### src/rtl/core/vtrof_pkg.sv
// Shared constants and types for the vertical three-row OR filter.
// No dependencies; used by every module of the block but vtrof_ram.
package vtrof_pkg;

  localparam int MAX_WIDTH    = 1024;
  localparam int MAX_HEIGHT   = 4096;
  localparam int COL_W        = $clog2(MAX_WIDTH);
  localparam int ROW_W        = $clog2(MAX_HEIGHT);
  localparam int WIDTH_REG_W  = 11;
  localparam int HEIGHT_REG_W = 13;
  localparam int CFG_DATA_W   = 13;
  localparam int CFG_ADDR_W   = 1;
  localparam int PIX_W        = 24;

  localparam logic [CFG_ADDR_W-1:0] CFG_IMAGE_WIDTH  = 1'b0;
  localparam logic [CFG_ADDR_W-1:0] CFG_IMAGE_HEIGHT = 1'b1;

  localparam logic [WIDTH_REG_W-1:0]  WIDTH_RESET  = 11'd640;
  localparam logic [HEIGHT_REG_W-1:0] HEIGHT_RESET = 13'd480;

  localparam logic MODE_PIXEL = 1'b0;
  localparam logic MODE_FLUSH = 1'b1;

  typedef enum logic [1:0] {
    RES_CENTRE = 2'd0,
    RES_OR3    = 2'd1,
    RES_FLUSH  = 2'd2
  } res_kind_t;

  typedef struct packed {
    logic             vld;
    res_kind_t        kind;
    logic             newest_b;
    logic             last;
    logic [PIX_W-1:0] px;
  } issue_t;

  typedef struct packed {
    logic             we_a;
    logic             we_b;
    logic [COL_W-1:0] addr;
    logic [PIX_W-1:0] wdata;
    logic             re;
  } ram_cmd_t;

endpackage

### src/rtl/core/vtrof_merge.sv
// Read-data stage and output register: combines line-memory reads with the
// current pixel. Depends on vtrof_pkg.
module vtrof_merge (
  input  logic                        clk,
  input  logic                        rst_n,
  input  vtrof_pkg::issue_t           issue,
  input  logic [vtrof_pkg::PIX_W-1:0] rdata_a,
  input  logic [vtrof_pkg::PIX_W-1:0] rdata_b,
  output logic                        take_ok,
  output logic                        out_tvalid,
  input  logic                        out_tready,
  output logic [vtrof_pkg::PIX_W-1:0] out_tdata,
  output logic                        out_tlast
);
  import vtrof_pkg::*;

  logic             s1_v_r;
  res_kind_t        s1_kind_r;
  logic             s1_newest_b_r;
  logic             s1_last_r;
  logic [PIX_W-1:0] s1_px_r;
  logic             s1_adv;
  logic [PIX_W-1:0] newest, older, res;
  logic             out_v_r;
  logic [PIX_W-1:0] out_data_r;
  logic             out_last_r;

  assign s1_adv  = s1_v_r && (!out_v_r || out_tready);
  assign take_ok = !s1_v_r || s1_adv;

  assign newest = s1_newest_b_r ? rdata_b : rdata_a;
  assign older  = s1_newest_b_r ? rdata_a : rdata_b;

  always_comb begin
    case (s1_kind_r)
      RES_CENTRE: res = newest;
      RES_OR3:    res = older | newest | s1_px_r;
      RES_FLUSH:  res = newest;
      default:    res = newest;
    endcase
  end

  always_ff @(posedge clk) begin
    if (!rst_n) begin
      s1_v_r  <= 1'b0;
      out_v_r <= 1'b0;
    end else begin
      if (issue.vld) s1_v_r <= 1'b1;
      else if (s1_adv) s1_v_r <= 1'b0;
      if (s1_adv) out_v_r <= 1'b1;
      else if (out_tready) out_v_r <= 1'b0;
    end
    if (issue.vld) begin
      s1_kind_r     <= issue.kind;
      s1_newest_b_r <= issue.newest_b;
      s1_last_r     <= issue.last;
      s1_px_r       <= issue.px;
    end
    if (s1_adv) begin
      out_data_r <= res;
      out_last_r <= s1_last_r;
    end
  end

  assign out_tvalid = out_v_r;
  assign out_tdata  = out_data_r;
  assign out_tlast  = out_last_r;

endmodule

### config.mk
export PLATFORM = sky130hd
export DESIGN_NAME = vtrof_merge
export DESIGN_NICKNAME = d
export VERILOG_FILES = /design/src/rtl/core/vtrof_pkg.sv /design/src/rtl/core/vtrof_merge.sv
export SDC_FILE = /design/constraint.sdc
export NUM_CORES = 1
export LEC_CHECK = 0
export BUFFER_PORTS_ARGS = -buffer_cell sky130_fd_sc_hd__buf_2
export CORE_ASPECT_RATIO = 1.2
export CORE_MARGIN = 1.5
export CORE_UTILIZATION = 46
export DETAILED_ROUTE_END_ITERATION = 6
export PLACE_DENSITY_LB_ADDON = 0.05
export SLEW_MARGIN = 20
export SYNTH_ARGS = -nofsm -noshare
export SYNTH_HDL_FRONTEND = slang
export SYNTH_SLANG_ARGS = --single-unit
### constraint.sdc
create_clock -name clk -period 2.5 [get_ports clk]
set_input_delay 0.375 -clock clk [delete_from_list [all_inputs] [get_ports clk]]
set_output_delay 0.375 -clock clk [all_outputs]
set_load 0.005 [all_outputs]
==> results of run 1 <==
[state kept, by name, summed over array words and instances, names as in the netlist]
signal         cells
s1_kind_r          2
out_tvalid         1
s1_newest_b_r      1
s1_last_r          1
out_tdata         24
out_tlast          1
s1_px_r           24
s1_v_r             1
[power breakdown]
part           total [uW]  internal [uW]  leakage, uW  switching [uW]
Sequential           1110           1090     0.000523            15.7
Combinational         220            112     0.000654             108
Clock                 460            197    0.0000422             262
Total                1790           1400      0.00122             386
[stage by stage]
step	power (uW)	hold slack, ps	worst slack, ps	utilization (%)	cell area [um^2]
floorplan	1240	400	503	-	2230
global placement	1350	412	1220	60.5	2800
detailed placement	1350	406	1200	60.5	2800
CTS	1800	235	1120	62.3	2880
global route	1850	231	1040	62.3	2880
finish	1790	243	1140	62.3	2880
[worst max path at each step]
stage	from	endpoint	slack, ps	depth (start not counted)
finish	out_tvalid	take_ok	1140	3
detailed placement	out_tready	out_tdata[4]	1200	4
CTS	s1_v_r	take_ok	1120	3
global placement	issue[28]	s1_px_r[11]	1220	1
floorplan	out_tvalid	out_tdata[0]	500	2
global route	s1_v_r	take_ok	1040	3
[layer usage]
| metal | GRT usage (%) | vias to the layer above | wire, um | share of wire (%) |
|---|---|---|---|---|
| met1 | 19.3 | 697 | 1640 | 39 |
| met5 | 0 | - | 0 | 0 |
| met2 | 30.3 | 63 | 2160 | 52 |
| met4 | 8.16 | 0 | 89 | 2.1 |
| met3 | 3.68 | 9 | 288 | 6.9 |
| li1 | - | 770 | - | - |
[final cells by class]
class                      instances  area (um^2)
clock buffer                       7         76.3
clock inverter                     1         5.00
fill                             392         1750
inverter                           1         3.75
multi-input combinational         78          533
sequential                        55         1630
tap                               58         72.6
timing repair buffer             110          561
[critical path, stage by stage (launching register included)]
cell and delay [ps]:
dfxtp_1 350, and3b_1 180, inv_1 40, buf_2 110
[logic make-up after synthesis]
| family | after synthesis |
|---|---|
| buffers and inverters | 7 |
| muxes | 24 |
| DFF | 55 |
| AOI/OAI and AO/OA | 26 |
| and+or+nand+nor | 28 |
[placed cells by master, fill, tap and decap left out, types with 2 or more instances in the layout]
master | netlist | routed
a21oi_1 | 22 | 22
mux2i_1 | 24 | 24
edfxtp_1 | 53 | 53
dfxtp_1 | 2 | 2
buf_4 | 0 | 4
clkbuf_8 | 0 | 5
nor3_1 | 24 | 24
buf_2 | 3 | 106
clkbuf_1 | 0 | 2
a21oi_2 | 2 | 2
o21a_1 | 2 | 2
==> results.py, run 1 <==
metrics = {
    "cells_and_area": {
        "syn_to_final_growth_pct": 29.1,
        "drive_above_1_share_pct": 47.2,
        "final_cells": 310,
        "diodes": 0,
        "final_nets": 331,
    },
    "synth": {
        "ys_seq_area_share_pct": 73.1,
        "synth_nets": 220,
        "netlist_instances": 140,
        "synth_xor_area_share_pct": 0,
        "syn-cell-area_um2": 2230,
        "synth-compound-area-share_pct": 6.39,
        "synth_commonest_cells": "53 x edfxtp_1, 24 x mux2i_1, 24 x nor3_1",
        "synth_simple_gate_area_share_pct": 6.61,
        "synthFlopType": "edfxtp_1",
        "synth-edff-count": 53,
        "synth_adder_area_share_pct": 0,
        "yosysMostFrequentCell": "edfxtp_1",
        "ys_ff_latch": 55,
        "async_reset_ff_share_pct": 0,
        "synth_top_area_share_pct": 71.3,
        "synth_warnings": 0,
        "synthTopCellsByArea": "edfxtp_1 71%, mux2i_1 11%, nor3_1 5.4%",
        "synth_top_family_by_area": "multiplexers",
        "synth_mux_area_share_pct": 10.8,
        "yosysUniqueCellTypes": 14,
        "synth_top_area_cell": "edfxtp_1",
        "syn_avg_cell_area_um2": 15.9,
    },
    "route": {
        "drt_iter0_markers": 55,
        "wl_per_cell_um": 13.5,
        "drt.antenna.violating_nets": 0,
        "drc": 0,
        "via_per_inst": 4.96,
        "routed_wl_mm": 4.17,
        "drt-pass1-iter-count": 3,
        "num_vias": 1539,
    },
    "power": {
        "leakage_uw": 0.00122,
        "vdd_ir_drop_max_mv": 0.305,
        "p_per_area_nw_per_um2": 619,
    },
    "sta": {
        "skew_ps": 6.52,
        "relSlewSlack_pct": 57.7,
        "setup_viol": 0,
        "max_freq_ghz": 0.734,
        "slew_violations": 0,
        "hold_viol_final": 0,
        "tns_ps": 0,
        "worstMarginPinSlew_ps": 635,
        "period_needed_ps": 1360,
        "fin_crit_sh_pct": 54.5,
        "rsz0062_at_grt": "false",
    },
    "global_route": {
        "grt_first_pass_wirelength_mm": 6.56,
        "grt_pass1_vias": 1536,
        "grt_max_degree": 30,
        "grt.total_usage_pct": 17.1,
        "antenna_found_initial": 0,
        "grt-ovfl-total": 0,
    },
    "cts": {
        "cts_sinks": 55,
        "cts_root_buf": "clkbuf_8",
        "cts_resized": 0,
        "clk_latency_ps": 300,
        "cts_tree": "built",
        "cts_buffer_depth": 2,
        "cts_setup_buffers": 0,
        "path_clk_slew_ps": 90,
        "hold_buffers": 0,
        "cts_buffers": 5,
        "h-tree-depth": 2,
    },
    "floorplanning": {
        "fp-row-count": 27,
        "die_w_um": 66.6,
        "fp.dieH_um": 79.3,
        "die_area_um2": 5280,
        "initial_core_util_pct": 48.2,
        "pin_count": 107,
        "core_um2": 4630,
    },
    "worst_setup_path": {
        "worst_r2r_path_depth": 3,
        "worstReg2RegEnd": "out_tdata[13]",
        "crit_required_ps": 2120,
        "ff2ff_setup_slack_ps": 1270,
        "cp-end-kind": "output pin",
        "rr_startpoint": "out_tvalid",
        "startpoint_type": "register",
        "critPathMaxFanout": 3,
        "arrival_ps": 990,
        "worstSetupPathType": "register to output pin",
    },
    "placement": {
        "portBuffers": 106,
        "dp_cells": 302,
        "gp_congestion": 0.717,
        "post-dp-hpwl_mm": 3.11,
    },
    "run": {
        "drv_cap": 0,
    },
    "hold_path": {
        "worstHoldPathCells": 1,
        "hold_class": "input pin to register",
        "worstHoldEndpoint": "s1_px_r[7]",
        "worstHoldStart": "issue[7]",
    },
    "outcome": {
        "outcome": "finished, final reports clean",
    },
}
No activity file was read; power rests on OpenSTA's default activity.
==> run 2, diff against run 1 <==
- clock period: 2.5 -> 1.3 ns (I/O delays scaled with it)
==> run 2 against run 1 <==
Net effect: worst setup slack worse by 1100 ps; power is 94% higher; global-route usage is 0.28 points higher; sequential share of layout area is 1.4 points lower; flip-flop and latch count stayed put; final cell count is 0.65% higher; register-to-register slack worse by 1200 ps; sequential power is 92% higher; combinational power is 110% higher; core utilization is 1.6 points higher; clock power is 92% higher; critical path type is now register to register; critical endpoint is now out_tdata[18]; largest power group unchanged.
==> results.py, run 2 (synthesis results as in run 1) <==
metrics = {
    "placement": {
        "portBuffers": 106,
        "post-dp-hpwl_mm": 3.13,
        "place_ws_ps": 25.4,
        "gp_congestion": 0.742,
    },
    "global_route": {
        "grt_max_degree": 30,
        "grt-ovfl-total": 0,
        "grt_first_pass_wirelength_mm": 6.69,
        "grt_pass1_vias": 1466,
        "grt.total_usage_pct": 17.4,
        "antenna_found_initial": 0,
    },
    "worst_setup_path": {
        "max_stage_delay_ps": 450,
        "critPathMaxFanout": 8,
        "cp-end-kind": "register",
        "crit_required_ps": 1360,
        "crit_start": "s1_newest_b_r",
        "rr_startpoint": "s1_newest_b_r",
        "startpoint_type": "register",
        "path_cells": "buf_4, mux2i_1, a21oi_1",
        "crit_slowest_cell": "edfxtp_1",
        "arrival_ps": 1290,
        "worstSetupPathType": "register to register",
    },
    "cts": {
        "h-tree-depth": 2,
        "cts_buffers": 5,
        "cts_resized": 0,
        "path_clk_slew_ps": 90,
        "clk_latency_ps": 300,
        "cts_root_buf": "clkbuf_8",
        "cts_buffer_depth": 2,
        "cts_tree": "built",
        "cts_setup_buffers": 0,
        "hold_buffers": 0,
        "cts_sinks": 55,
    },
    "cells_and_area": {
        "layout_common_cells": "106 x buf_2, 53 x edfxtp_1, 24 x mux2i_1, 24 x nor3_1, 22 x a21oi_1",
        "final_nets": 333,
        "syn_to_final_growth_pct": 32.4,
        "drive_above_1_share_pct": 48.4,
        "final_common_cell": "buf_2",
        "diodes": 0,
    },
    "route": {
        "drt-pass1-iter-count": 4,
        "drc": 0,
        "drt_iter0_markers": 62,
        "routed_wl_mm": 4.21,
        "num_vias": 1543,
        "wl_per_cell_um": 13.5,
        "drt.antenna.violating_nets": 0,
        "via_per_inst": 4.95,
    },
    "sta": {
        "slew_violations": 0,
        "relSlewSlack_pct": 82.3,
        "setup_viol": 0,
        "tns_ps": 0,
        "fin_crit_sh_pct": 94.2,
        "hold_viol_final": 0,
        "period_needed_ps": 1220,
        "skew_ps": 6.64,
        "worst_slack_ps": 75.4,
        "worstMarginPinSlew_ps": 265,
        "rsz0062_at_grt": "true",
        "max_freq_ghz": 0.817,
    },
    "floorplanning": {
        "core_um2": 4630,
        "fp.dieH_um": 79.3,
        "die_w_um": 66.6,
        "fp-row-count": 27,
        "die_area_um2": 5280,
        "pin_count": 107,
        "initial_core_util_pct": 48.2,
    },
    "power": {
        "vdd_ir_drop_max_mv": 0.901,
        "leakage_uw": 0.00126,
        "p_per_area_nw_per_um2": 1170,
    },
    "hold_path": {
        "hold_class": "input pin to register",
        "worstHoldStart": "issue[10]",
    },
    "outcome": {
        "outcome": "finished, final reports clean",
    },
    "run": {
        "drv_cap": 0,
    },
}
==> run 2: where the power goes <==
group	internal, uW	switching, uW	total (uW)
sequential	2090	33.1	2130
combinational	243	211	453
clock	370	512	882
==> run 2: path summary, 6_finish.rpt <==
kind              depth (start not counted)            end  slack [ps]
setup / recovery                          3  out_tdata[18]          80
hold / removal                            1    s1_px_r[10]          60
setup reg to reg                          3  out_tdata[18]          80
hold reg to reg                           0      out_tlast         440
==> run 2: layout make-up <==
class                   count  area, um^2
clock buffers               5        68.8
clock inverters             3        15.0
fillers                   361        1670
inverters                   1        3.75
multi-input cells          78         538
flip-flops and latches     55        1630
well taps                  58        72.6
repair buffers            112         626
==> run 2: per-layer routing <==
layer | track usage (%) | part of all wire, % | up-vias
met5 | 0 | 0 | -
met4 | 6.12 | 1.6 | 0
met3 | 5.95 | 8.8 | 8
met2 | 30.3 | 52 | 67
met1 | 19.6 | 37 | 698
li1 | - | - | 770
==> run 2: worst max-delay path, delay by kind of cell, from the launching register on <==
| family | cells | cell delay [ps] |
|---|---|---|
| DFF | 1 | 450 |
| muxes | 1 | 220 |
| buffers and inverters | 1 | 230 |
| AOI/OAI and AO/OA | 1 | 80 |
==> run 2: metrics by stage <==
step	power [uW]	area (um^2)	util, %	hold WS, ps	instances
after detailed placement	2630	2860	61.9	373	303
after CTS	3500	2950	63.7	45.5	311
final	3460	2960	63.9	59.0	312
after floorplan	2380	2240	-	294	140
after global routing	3620	2960	63.9	39.3	312
after global placement	2610	2860	61.9	372	303
