===== src/rtl/core/vtrof_pkg.sv =====
// Shared constants and types for the vertical three-row OR filter.
// No dependencies; used by every module of the block but vtrof_ram.
package vtrof_pkg;

  localparam int MAX_WIDTH    = 1024;
  localparam int MAX_HEIGHT   = 4096;
  localparam int COL_W        = $clog2(MAX_WIDTH);
  localparam int ROW_W        = $clog2(MAX_HEIGHT);
  localparam int WIDTH_REG_W  = 11;
  localparam int HEIGHT_REG_W = 13;
  localparam int CFG_DATA_W   = 13;
  localparam int CFG_ADDR_W   = 1;
  localparam int PIX_W        = 24;

  localparam logic [CFG_ADDR_W-1:0] CFG_IMAGE_WIDTH  = 1'b0;
  localparam logic [CFG_ADDR_W-1:0] CFG_IMAGE_HEIGHT = 1'b1;

  localparam logic [WIDTH_REG_W-1:0]  WIDTH_RESET  = 11'd640;
  localparam logic [HEIGHT_REG_W-1:0] HEIGHT_RESET = 13'd480;

  localparam logic MODE_PIXEL = 1'b0;
  localparam logic MODE_FLUSH = 1'b1;

  typedef enum logic [1:0] {
    RES_CENTRE = 2'd0,
    RES_OR3    = 2'd1,
    RES_FLUSH  = 2'd2
  } res_kind_t;

  typedef struct packed {
    logic             vld;
    res_kind_t        kind;
    logic             newest_b;
    logic             last;
    logic [PIX_W-1:0] px;
  } issue_t;

  typedef struct packed {
    logic             we_a;
    logic             we_b;
    logic [COL_W-1:0] addr;
    logic [PIX_W-1:0] wdata;
    logic             re;
  } ram_cmd_t;

endpackage


===== src/rtl/core/vtrof_ctrl.sv =====
// Row/column sequencer: config registers, counters, line-memory commands.
// Depends on vtrof_pkg.
module vtrof_ctrl (
  input  logic                                clk,
  input  logic                                rst_n,
  input  logic                                cfg_we,
  input  logic [vtrof_pkg::CFG_ADDR_W-1:0]    cfg_addr,
  input  logic [vtrof_pkg::CFG_DATA_W-1:0]    cfg_wdata,
  input  logic                                accept,
  input  logic                                mode,
  input  logic [vtrof_pkg::PIX_W-1:0]         px,
  output vtrof_pkg::ram_cmd_t                 ram_cmd,
  output vtrof_pkg::issue_t                   issue,
  output logic                                flushing
);
  import vtrof_pkg::*;

  logic [WIDTH_REG_W-1:0]  width_r;
  logic [HEIGHT_REG_W-1:0] height_r;
  logic [COL_W-1:0]        col_r, col_nxt;
  logic [ROW_W-1:0]        row_r, row_nxt;
  logic                    flush_r, flush_nxt;
  logic                    sel_r, sel_nxt;
  logic [WIDTH_REG_W-1:0]  w_eff;
  logic [HEIGHT_REG_W-1:0] h_eff;
  logic                    row_end;
  logic                    frame_end;
  logic                    pix_ok;

  always_comb begin
    if (width_r == '0) w_eff = WIDTH_REG_W'(1);
    else if (width_r > WIDTH_REG_W'(MAX_WIDTH)) w_eff = WIDTH_REG_W'(MAX_WIDTH);
    else w_eff = width_r;
    if (height_r == '0) h_eff = HEIGHT_REG_W'(1);
    else if (height_r > HEIGHT_REG_W'(MAX_HEIGHT)) h_eff = HEIGHT_REG_W'(MAX_HEIGHT);
    else h_eff = height_r;
  end

  assign row_end   = (WIDTH_REG_W'(col_r) + WIDTH_REG_W'(1)) >= w_eff;
  assign frame_end = (HEIGHT_REG_W'(row_r) + HEIGHT_REG_W'(1)) >= h_eff;
  assign pix_ok    = accept && (mode == MODE_PIXEL) && !flush_r;

  always_comb begin
    col_nxt   = col_r;
    row_nxt   = row_r;
    flush_nxt = flush_r;
    sel_nxt   = sel_r;
    issue.vld      = 1'b0;
    issue.kind     = RES_CENTRE;
    issue.newest_b = sel_r;
    issue.last     = 1'b0;
    issue.px       = px;
    if (accept && mode == MODE_FLUSH && flush_r) begin
      issue.vld  = 1'b1;
      issue.kind = RES_FLUSH;
      issue.last = row_end;
      if (row_end) begin
        flush_nxt = 1'b0;
        col_nxt   = '0;
        row_nxt   = '0;
      end else begin
        col_nxt = col_r + COL_W'(1);
      end
    end else if (pix_ok) begin
      if (row_r == ROW_W'(1)) begin
        issue.vld  = 1'b1;
        issue.kind = RES_CENTRE;
      end else if (row_r >= ROW_W'(2)) begin
        issue.vld  = 1'b1;
        issue.kind = RES_OR3;
      end
      if (row_end) begin
        col_nxt = '0;
        sel_nxt = ~sel_r;
        if (frame_end) begin
          flush_nxt = 1'b1;
          row_nxt   = '0;
        end else begin
          row_nxt = row_r + ROW_W'(1);
        end
      end else begin
        col_nxt = col_r + COL_W'(1);
      end
    end
  end

  // older row is overwritten with the incoming pixel; read-first RAM keeps
  // the above value for this item
  assign ram_cmd.we_a  = pix_ok && sel_r;
  assign ram_cmd.we_b  = pix_ok && !sel_r;
  assign ram_cmd.addr  = col_r;
  assign ram_cmd.wdata = px;
  assign ram_cmd.re    = accept;
  assign flushing      = flush_r;

  always_ff @(posedge clk) begin
    if (!rst_n) begin
      width_r  <= WIDTH_RESET;
      height_r <= HEIGHT_RESET;
      col_r    <= '0;
      row_r    <= '0;
      flush_r  <= 1'b0;
      sel_r    <= 1'b0;
    end else begin
      if (cfg_we && cfg_addr == CFG_IMAGE_WIDTH) begin
        width_r <= cfg_wdata[WIDTH_REG_W-1:0];
      end
      if (cfg_we && cfg_addr == CFG_IMAGE_HEIGHT) begin
        height_r <= cfg_wdata[HEIGHT_REG_W-1:0];
      end
      col_r   <= col_nxt;
      row_r   <= row_nxt;
      flush_r <= flush_nxt;
      sel_r   <= sel_nxt;
    end
  end

endmodule


===== config.mk =====
export PLATFORM = sky130hd
export DESIGN_NAME = vtrof_ctrl
export DESIGN_NICKNAME = d
export VERILOG_FILES = /design/src/rtl/core/vtrof_pkg.sv /design/src/rtl/core/vtrof_ctrl.sv
export SDC_FILE = /design/constraint.sdc
export NUM_CORES = 1
export LEC_CHECK = 0
export ABC_CLOCK_PERIOD_IN_PS = 4800
export BUFFER_PORTS_ARGS = -buffer_cell sky130_fd_sc_hd__buf_2
export CORE_MARGIN = 2
export CORE_UTILIZATION = 40
export CTS_CLUSTER_DIAMETER = 200
export CTS_CLUSTER_SIZE = 8
export DETAILED_ROUTE_END_ITERATION = 7
export GPL_ROUTABILITY_DRIVEN = 0
export PLACE_DENSITY = 0.77
export SLEW_MARGIN = 15
export SYNTH_ARGS = -nofsm -noshare
export SYNTH_HDL_FRONTEND = slang
export SYNTH_SLANG_ARGS = --single-unit

===== constraint.sdc =====
create_clock -name clk -period 4.8 [get_ports clk]
set_input_delay 0.48 -clock clk [delete_from_list [all_inputs] [get_ports clk]]
set_output_delay 0.48 -clock clk [all_outputs]
set_load 0.005 [all_outputs]

==> run_results.csv, run 1 <==
group,metric,value,unit
status,status,"finished, final reports clean",
clock_network,insertion_delay,0.30,ns
routing,drt-vias-per-instance,5.21,
yosys,synth_top_area_share,28.7,%
layout,nets,482,
yosys,postSynthAreaPerCell,7.63,um2
sta,finalCritPeriodShare,75.4,%
yosys,synth_edf_count,0,
sta,fin_tns_setup,0,ns
floorplanning,fp.dieH,95.5,um
hold_path,hold_class,"input port to flip-flop",
yosys,synth_flop_cell,"dfxtp_1",
setup_path,cp_num_buf_inv,1,
clock_network,clock-sinks,48,
yosys,synthTopCellsByArea,"dfxtp_1 29%, nand2_1 11%, buf_4 11%",
routing,vias,2694,
clock_network,post_cts_resized,0,
sta,fmax,276,MHz
layout,layout-drive-gt1-share,12.1,%
run,drv_cap,0,
clock_network,h-tree-depth,2,
yosys,synthesis.area,0.00335,mm2
power,ir_drop,0.188,mV
sta,worst_pin_slew,0.775,ns
routing,drc_errors,0,
setup_path,crit_slowest_cell,"dfxtp_1",
placement,port_buffers,37,
sta,setup_violations,0,
yosys,synth_warnings,0,
yosys,synthCells,439,
routing,antenna_left,0,
placement,dp_hpwl,5180,um
clock_network,cts_buffers,5,
floorplanning,die_width,95.5,um
floorplanning,die-area,0.00913,mm2
layout,antennaDiodeCount,0,
grt,grt_pass1_vias,2519,
yosys,synth_area_leader_cell,"dfxtp_1",
routing,firstDrtPassIters,4,
yosys,async_flop_share,0,%
routing,drtIter0Drc,91,
sta,finalHoldViolCount,0,
setup_path,critPathKind,"flip-flop to primary output",
clock_network,cts_root_buf,"clkbuf_8",
setup_path,path_cells,"ha_1 -> and3_1 -> nand3_1 -> xnor2_1 -> ha_1 -> a211oi_1 -> nor2_1 -> a211oi_1 -> and2_4 -> nor2_1 -> buf_2",
clock_network,cts_tree,"built",
yosys,ys_types,45,
sta,timing.final.ws_setup,1.18,ns
routing,wirelength,6870,um
yosys,synth_common_cells,"101 x nand2_1, 50 x buf_4, 48 x dfxtp_1",
setup_path,crit_family,"simple AND/OR/NAND/NOR gates",
yosys,synth_fp_nets,510,
grt,grt_max_degree,46,
clock_network,ctsHoldBuffers,0,
floorplanning,initial_utilization,41.0,%
clock_network,cts_setup_buffers,0,
setup_path,setup.worst_path.end_class,"primary output",
setup_path,cp-start-kind,"flip-flop",
floorplanning,pin_count,110,
yosys,seq_area_frac_synth,28.7,%
power,leakagePower,1.47,nW
sta,relSlewSlack,48.1,%
placement,place_ws,1.30,ns
floorplanning,core,0.00818,mm2
grt,grt-ovfl-total,0,
yosys,yosysMostFrequentCell,"nand2_1",
sta,fin_skew,0.00609,ns
layout,fillers,847,
routing,wl_per_cell,13.3,um
sta,period_needed,3.62,ns
setup_path,required,4.32,ns
sta,slew_viol_final,0,
clock_network,cts.clk_slew.worst_paths,0.09,ns
setup_path,cp_max_fo,18,
floorplanning,row_count,33,
sta,rsz0062_at_grt,"false",
layout,syn_to_final_growth,-0.747,%
setup_path,slowest_delay,0.43,ns
yosys,ys_ff_latch,48,
setup_path,crit_arrival,3.14,ns
grt,grt_pass1_wl,11500,um
power,p_per_area,246,mW/mm2
grt,antenna_found_initial,0,
clock_network,cts_buffer_depth,2,
grt,grt_usage,15.7,%
tightest hold or removal path, cell delays in order:
cell and delay, ns:
buf_2 0.10, nand2_1 0.05, nand3_1 0.07
logic make-up after synthesis:
logic type	count (synthesis)	synth area share, %
AOI/OAI and AO/OA	70	14.7
xor gates and xnor gates	17	4.44
adders and majority gates	28	10.5
buffers and inverters	79	14.7
DFF	48	28.7
and+or+nand+nor	197	26.9
power breakdown:
part           switching, mW  internal (mW)
clock network          0.137          0.184
logic                 0.0477         0.0304
registers             0.0100          0.409
registers in the layout, summed over array words and instances, names as in the netlist:
name,flops
row_r,12
sel_r,1
height_r,13
col_r,10
width_r,11
flushing,1
layer usage:
metal	vias to the layer above	part of all wire (%)	GRT usage [%]
li1	1387	-	-
met1	1232	52	22.3
met2	67	42	24.4
met3	8	5.0	3.16
met4	0	1.1	4.05
met5	-	0	0
layout make-up:
cell class / instances / area, um2 / area share (%)
clock inverters: 1 / 30.0 / 0.903
flip-flops and latches: 48 / 961 / 28.9
inverters: 7 / 26.3 / 0.790
well taps: 105 / 131 / 3.95
multi-input cells: 312 / 1900 / 57.0
clock buffers: 7 / 96.3 / 2.90
repair buffers: 37 / 185 / 5.57
layout by cell type (no fill, tap or decap), types with 4 or more instances in the layout:
master    synthesis  layout
nor4_1            8       8
a22o_1            4       4
ha_1             28      28
clkbuf_8          0       7
nand3b_1          4       4
nand2_1         101     101
nor2_1           27      27
inv_1             6       6
a21oi_1           9       9
a21boi_0         24      24
and3_1            7       7
buf_2             2      37
dfxtp_1          48      48
xor2_1            7       7
o21ai_0           8       8
nand3_1          23      23
o22ai_1           4       4
nand4_1           5       5
xnor2_1          10      10
worst paths after layout:
| kind | from | endpoint | slack (ns) | cells past startpoint |
|---|---|---|---|---|
| worst max register to register | row_r[1]$_SDFFE_PN0P_ | row_r[7]$_SDFFE_PN0P_ | 1.25 | 11 |
| worst max-delay path | col_r[0]$_SDFFE_PN0P_ | issue[24] | 1.18 | 11 |
| worst min-delay path | cfg_wdata[6] | height_r[6]$_SDFFE_PN1P_ | 0.42 | 3 |
| worst min register to register | width_r[8]$_SDFFE_PN0P_ | width_r[8]$_SDFFE_PN0P_ | 0.49 | 2 |
through the flow:
step | hold slack, ns | instances | cell area, um2 | total power [mW] | utilization (%)
floorplan | 0.443 | 439 | 3350 | 0.514 | -
global placement | 0.466 | 509 | 3200 | 0.503 | 39.1
detailed placement | 0.472 | 509 | 3200 | 0.507 | 39.1
CTS | 0.415 | 517 | 3330 | 0.824 | 40.7
global route | 0.424 | 517 | 3330 | 0.856 | 40.7
finish | 0.419 | 517 | 3330 | 0.818 | 40.7
No activity file was read; power rests on OpenSTA's default activity.
==> run 2, diff against run 1 <==
--- a/config.mk
+++ b/config.mk
@@ -5,7 +5,7 @@
 export SDC_FILE = /design/constraint.sdc
 export NUM_CORES = 1
 export LEC_CHECK = 0
-export ABC_CLOCK_PERIOD_IN_PS = 4800
+export ABC_CLOCK_PERIOD_IN_PS = 3750
 export BUFFER_PORTS_ARGS = -buffer_cell sky130_fd_sc_hd__buf_2
 export CORE_MARGIN = 2
 export CORE_UTILIZATION = 40
==> constraint.sdc (replaced) <==
create_clock -name clk -period 3.75 [get_ports clk]
set_input_delay 0.375 -clock clk [delete_from_list [all_inputs] [get_ports clk]]
set_output_delay 0.375 -clock clk [all_outputs]
set_load 0.005 [all_outputs]
==> run 2 against run 1 <==
Count of clock-buffer cells in the layout down 2. Flip-flop and latch count unchanged. Final area up 0.53%. Global-route usage down 0.095 points. Critical path depth unchanged. Sequential share of layout area down 0.15 points. Die area unchanged. Non-clock buffer count up 2. Wire length up 2.5%. Total power up 31%. Critical endpoint is now row_r[7]$_SDFFE_PN0P_. Largest power group unchanged.
==> run_results.csv, run 2 (synthesized netlist as in run 1, its figures left out) <==
group,metric,value,unit
layout,reg_top3,"height_r: 13 flops, row_r: 12 flops, width_r: 11 flops",
layout,final_common_cell,"nand2_1",
setup_path,worstSetupStartpoint,"row_r[1]$_SDFFE_PN0P_",
layout,utilization,40.9,%
clock_network,cts.clk_slew.worst_paths,0.10,ns
layout,final_cell_mix,"101 x nand2_1, 48 x dfxtp_1, 37 x buf_2, 28 x ha_1, 27 x nor2_1",
routing,drtIter0Drc,151,
sta,worst_pin_slew,0.746,ns
setup_path,cp-start-kind,"flip-flop",
routing,wirelength,7040,um
layout,syn_to_final_growth,-0.224,%
sta,fmax,291,MHz
setup_path,r2r_start,"row_r[1]$_SDFFE_PN0P_",
run,drv_cap,0,
clock_network,cts_buffer_depth,2,
power,leakagePower,1.48,nW
routing,vias,2777,
layout,antennaDiodeCount,0,
placement,dp_hpwl,5290,um
sta,fin_skew,0.0141,ns
setup_path,crit_arrival,3.68,ns
routing,firstDrtPassIters,4,
sta,finalHoldViolCount,0,
placement,port_buffers,37,
floorplanning,fp.dieH,95.5,um
floorplanning,pin_count,110,
floorplanning,die_width,95.5,um
hold_path,hold_class,"input port to flip-flop",
grt,grt_pass1_wl,11500,um
grt,grt_max_degree,46,
layout,largest_reg_flops,13,
power,p_per_area,321,mW/mm2
layout,regMostFlops,"height_r",
sta,setup_violations,0,
clock_network,cts_tree,"built",
sta,fin_tns_setup,0,ns
routing,wl_per_cell,13.6,um
grt,grt-ovfl-total,0,
clock_network,cts_setup_buffers,0,
sta,rsz0062_at_grt,"false",
sta,holdWs,0.320,ns
sta,slew_viol_final,0,
clock_network,cts_root_buf,"clkbuf_8",
routing,drt-vias-per-instance,5.36,
clock_network,cts_buffers,5,
clock_network,post_cts_resized,0,
clock_network,clock-sinks,48,
status,status,"finished, final reports clean",
layout,layout-drive-gt1-share,12.3,%
setup_path,setup.worst_path.end_class,"flip-flop",
grt,antenna_found_initial,0,
clock_network,ctsHoldBuffers,0,
floorplanning,core,0.00818,mm2
clock_network,insertion_delay,0.30,ns
grt,grt_usage,15.6,%
setup_path,required,3.99,ns
floorplanning,row_count,33,
floorplanning,initial_utilization,41.0,%
sta,finalCritPeriodShare,91.7,%
floorplanning,die-area,0.00913,mm2
routing,drc_errors,0,
layout,nets,484,
clock_network,h-tree-depth,2,
power,ir_drop,0.245,mV
grt,grt_pass1_vias,2515,
sta,period_needed,3.44,ns
sta,relSlewSlack,50.1,%
hold_path,hold_start,"cfg_wdata[9]",
setup_path,critPathKind,"flip-flop to flip-flop",
setup_path,cp_max_fo,8,
routing,antenna_left,0,
## run 2: worst paths after layout
path                            depth (start not counted)  slack (ns)                        to
worst min-delay path                                    3        0.32   width_r[9]$_SDFFE_PN1P_
worst min register to register                          2        0.48  height_r[0]$_SDFFE_PN0P_
worst max-delay path                                   11        0.31     row_r[7]$_SDFFE_PN0P_
worst max register to register                         11        0.31     row_r[7]$_SDFFE_PN0P_
## run 2: worst max-delay path, cell delays in order (launching register included)
cell      delay [ns]
dfxtp_1         0.48
ha_1            0.25
nand3_1         0.13
or3_1           0.49
nor2_1          0.16
xor2_1          0.21
ha_1            0.27
and4_1          0.21
a221oi_1        0.33
nand4_1         0.18
nor2_1          0.43
a221o_1         0.23
## run 2: per-stage QoR
stage	power (mW)	instances	setup WS, ns	cell area, um2
floorplan	0.657	439	0.614	3350
global placement	0.646	511	0.487	3210
detailed placement	0.650	511	0.398	3210
CTS	1.08	518	0.341	3340
global route	1.11	518	0.0514	3340
finish	1.07	518	0.310	3340
## run 2: cell type report
class / instances / area, um2
Multi-Input combinational cell: 312 / 1900
Clock buffer: 5 / 68.8
Sequential cell: 48 / 961
Clock inverter: 2 / 60.1
Timing Repair Buffer: 39 / 200
Inverter: 7 / 26.3
Fill cell: 831 / 4830
Tap cell: 105 / 131
## run 2: metal layers
layer  share of wire (%)  GRT usage (%)  vias up  wire (um)
li1                    -              -     1402          -
met1                  49           22.7     1283       3450
met3                 6.8           3.40        2        476
met4                0.48           2.98        0         34
met2                  44           23.8       90       3080
met5                   0              0        -          0
## run 2: power by group
part,total (mW),internal [mW],switching [mW]
clock,0.435,0.263,0.173
sequential,0.537,0.524,0.0130
combinational,0.102,0.0403,0.0621
total,1.07,0.827,0.248
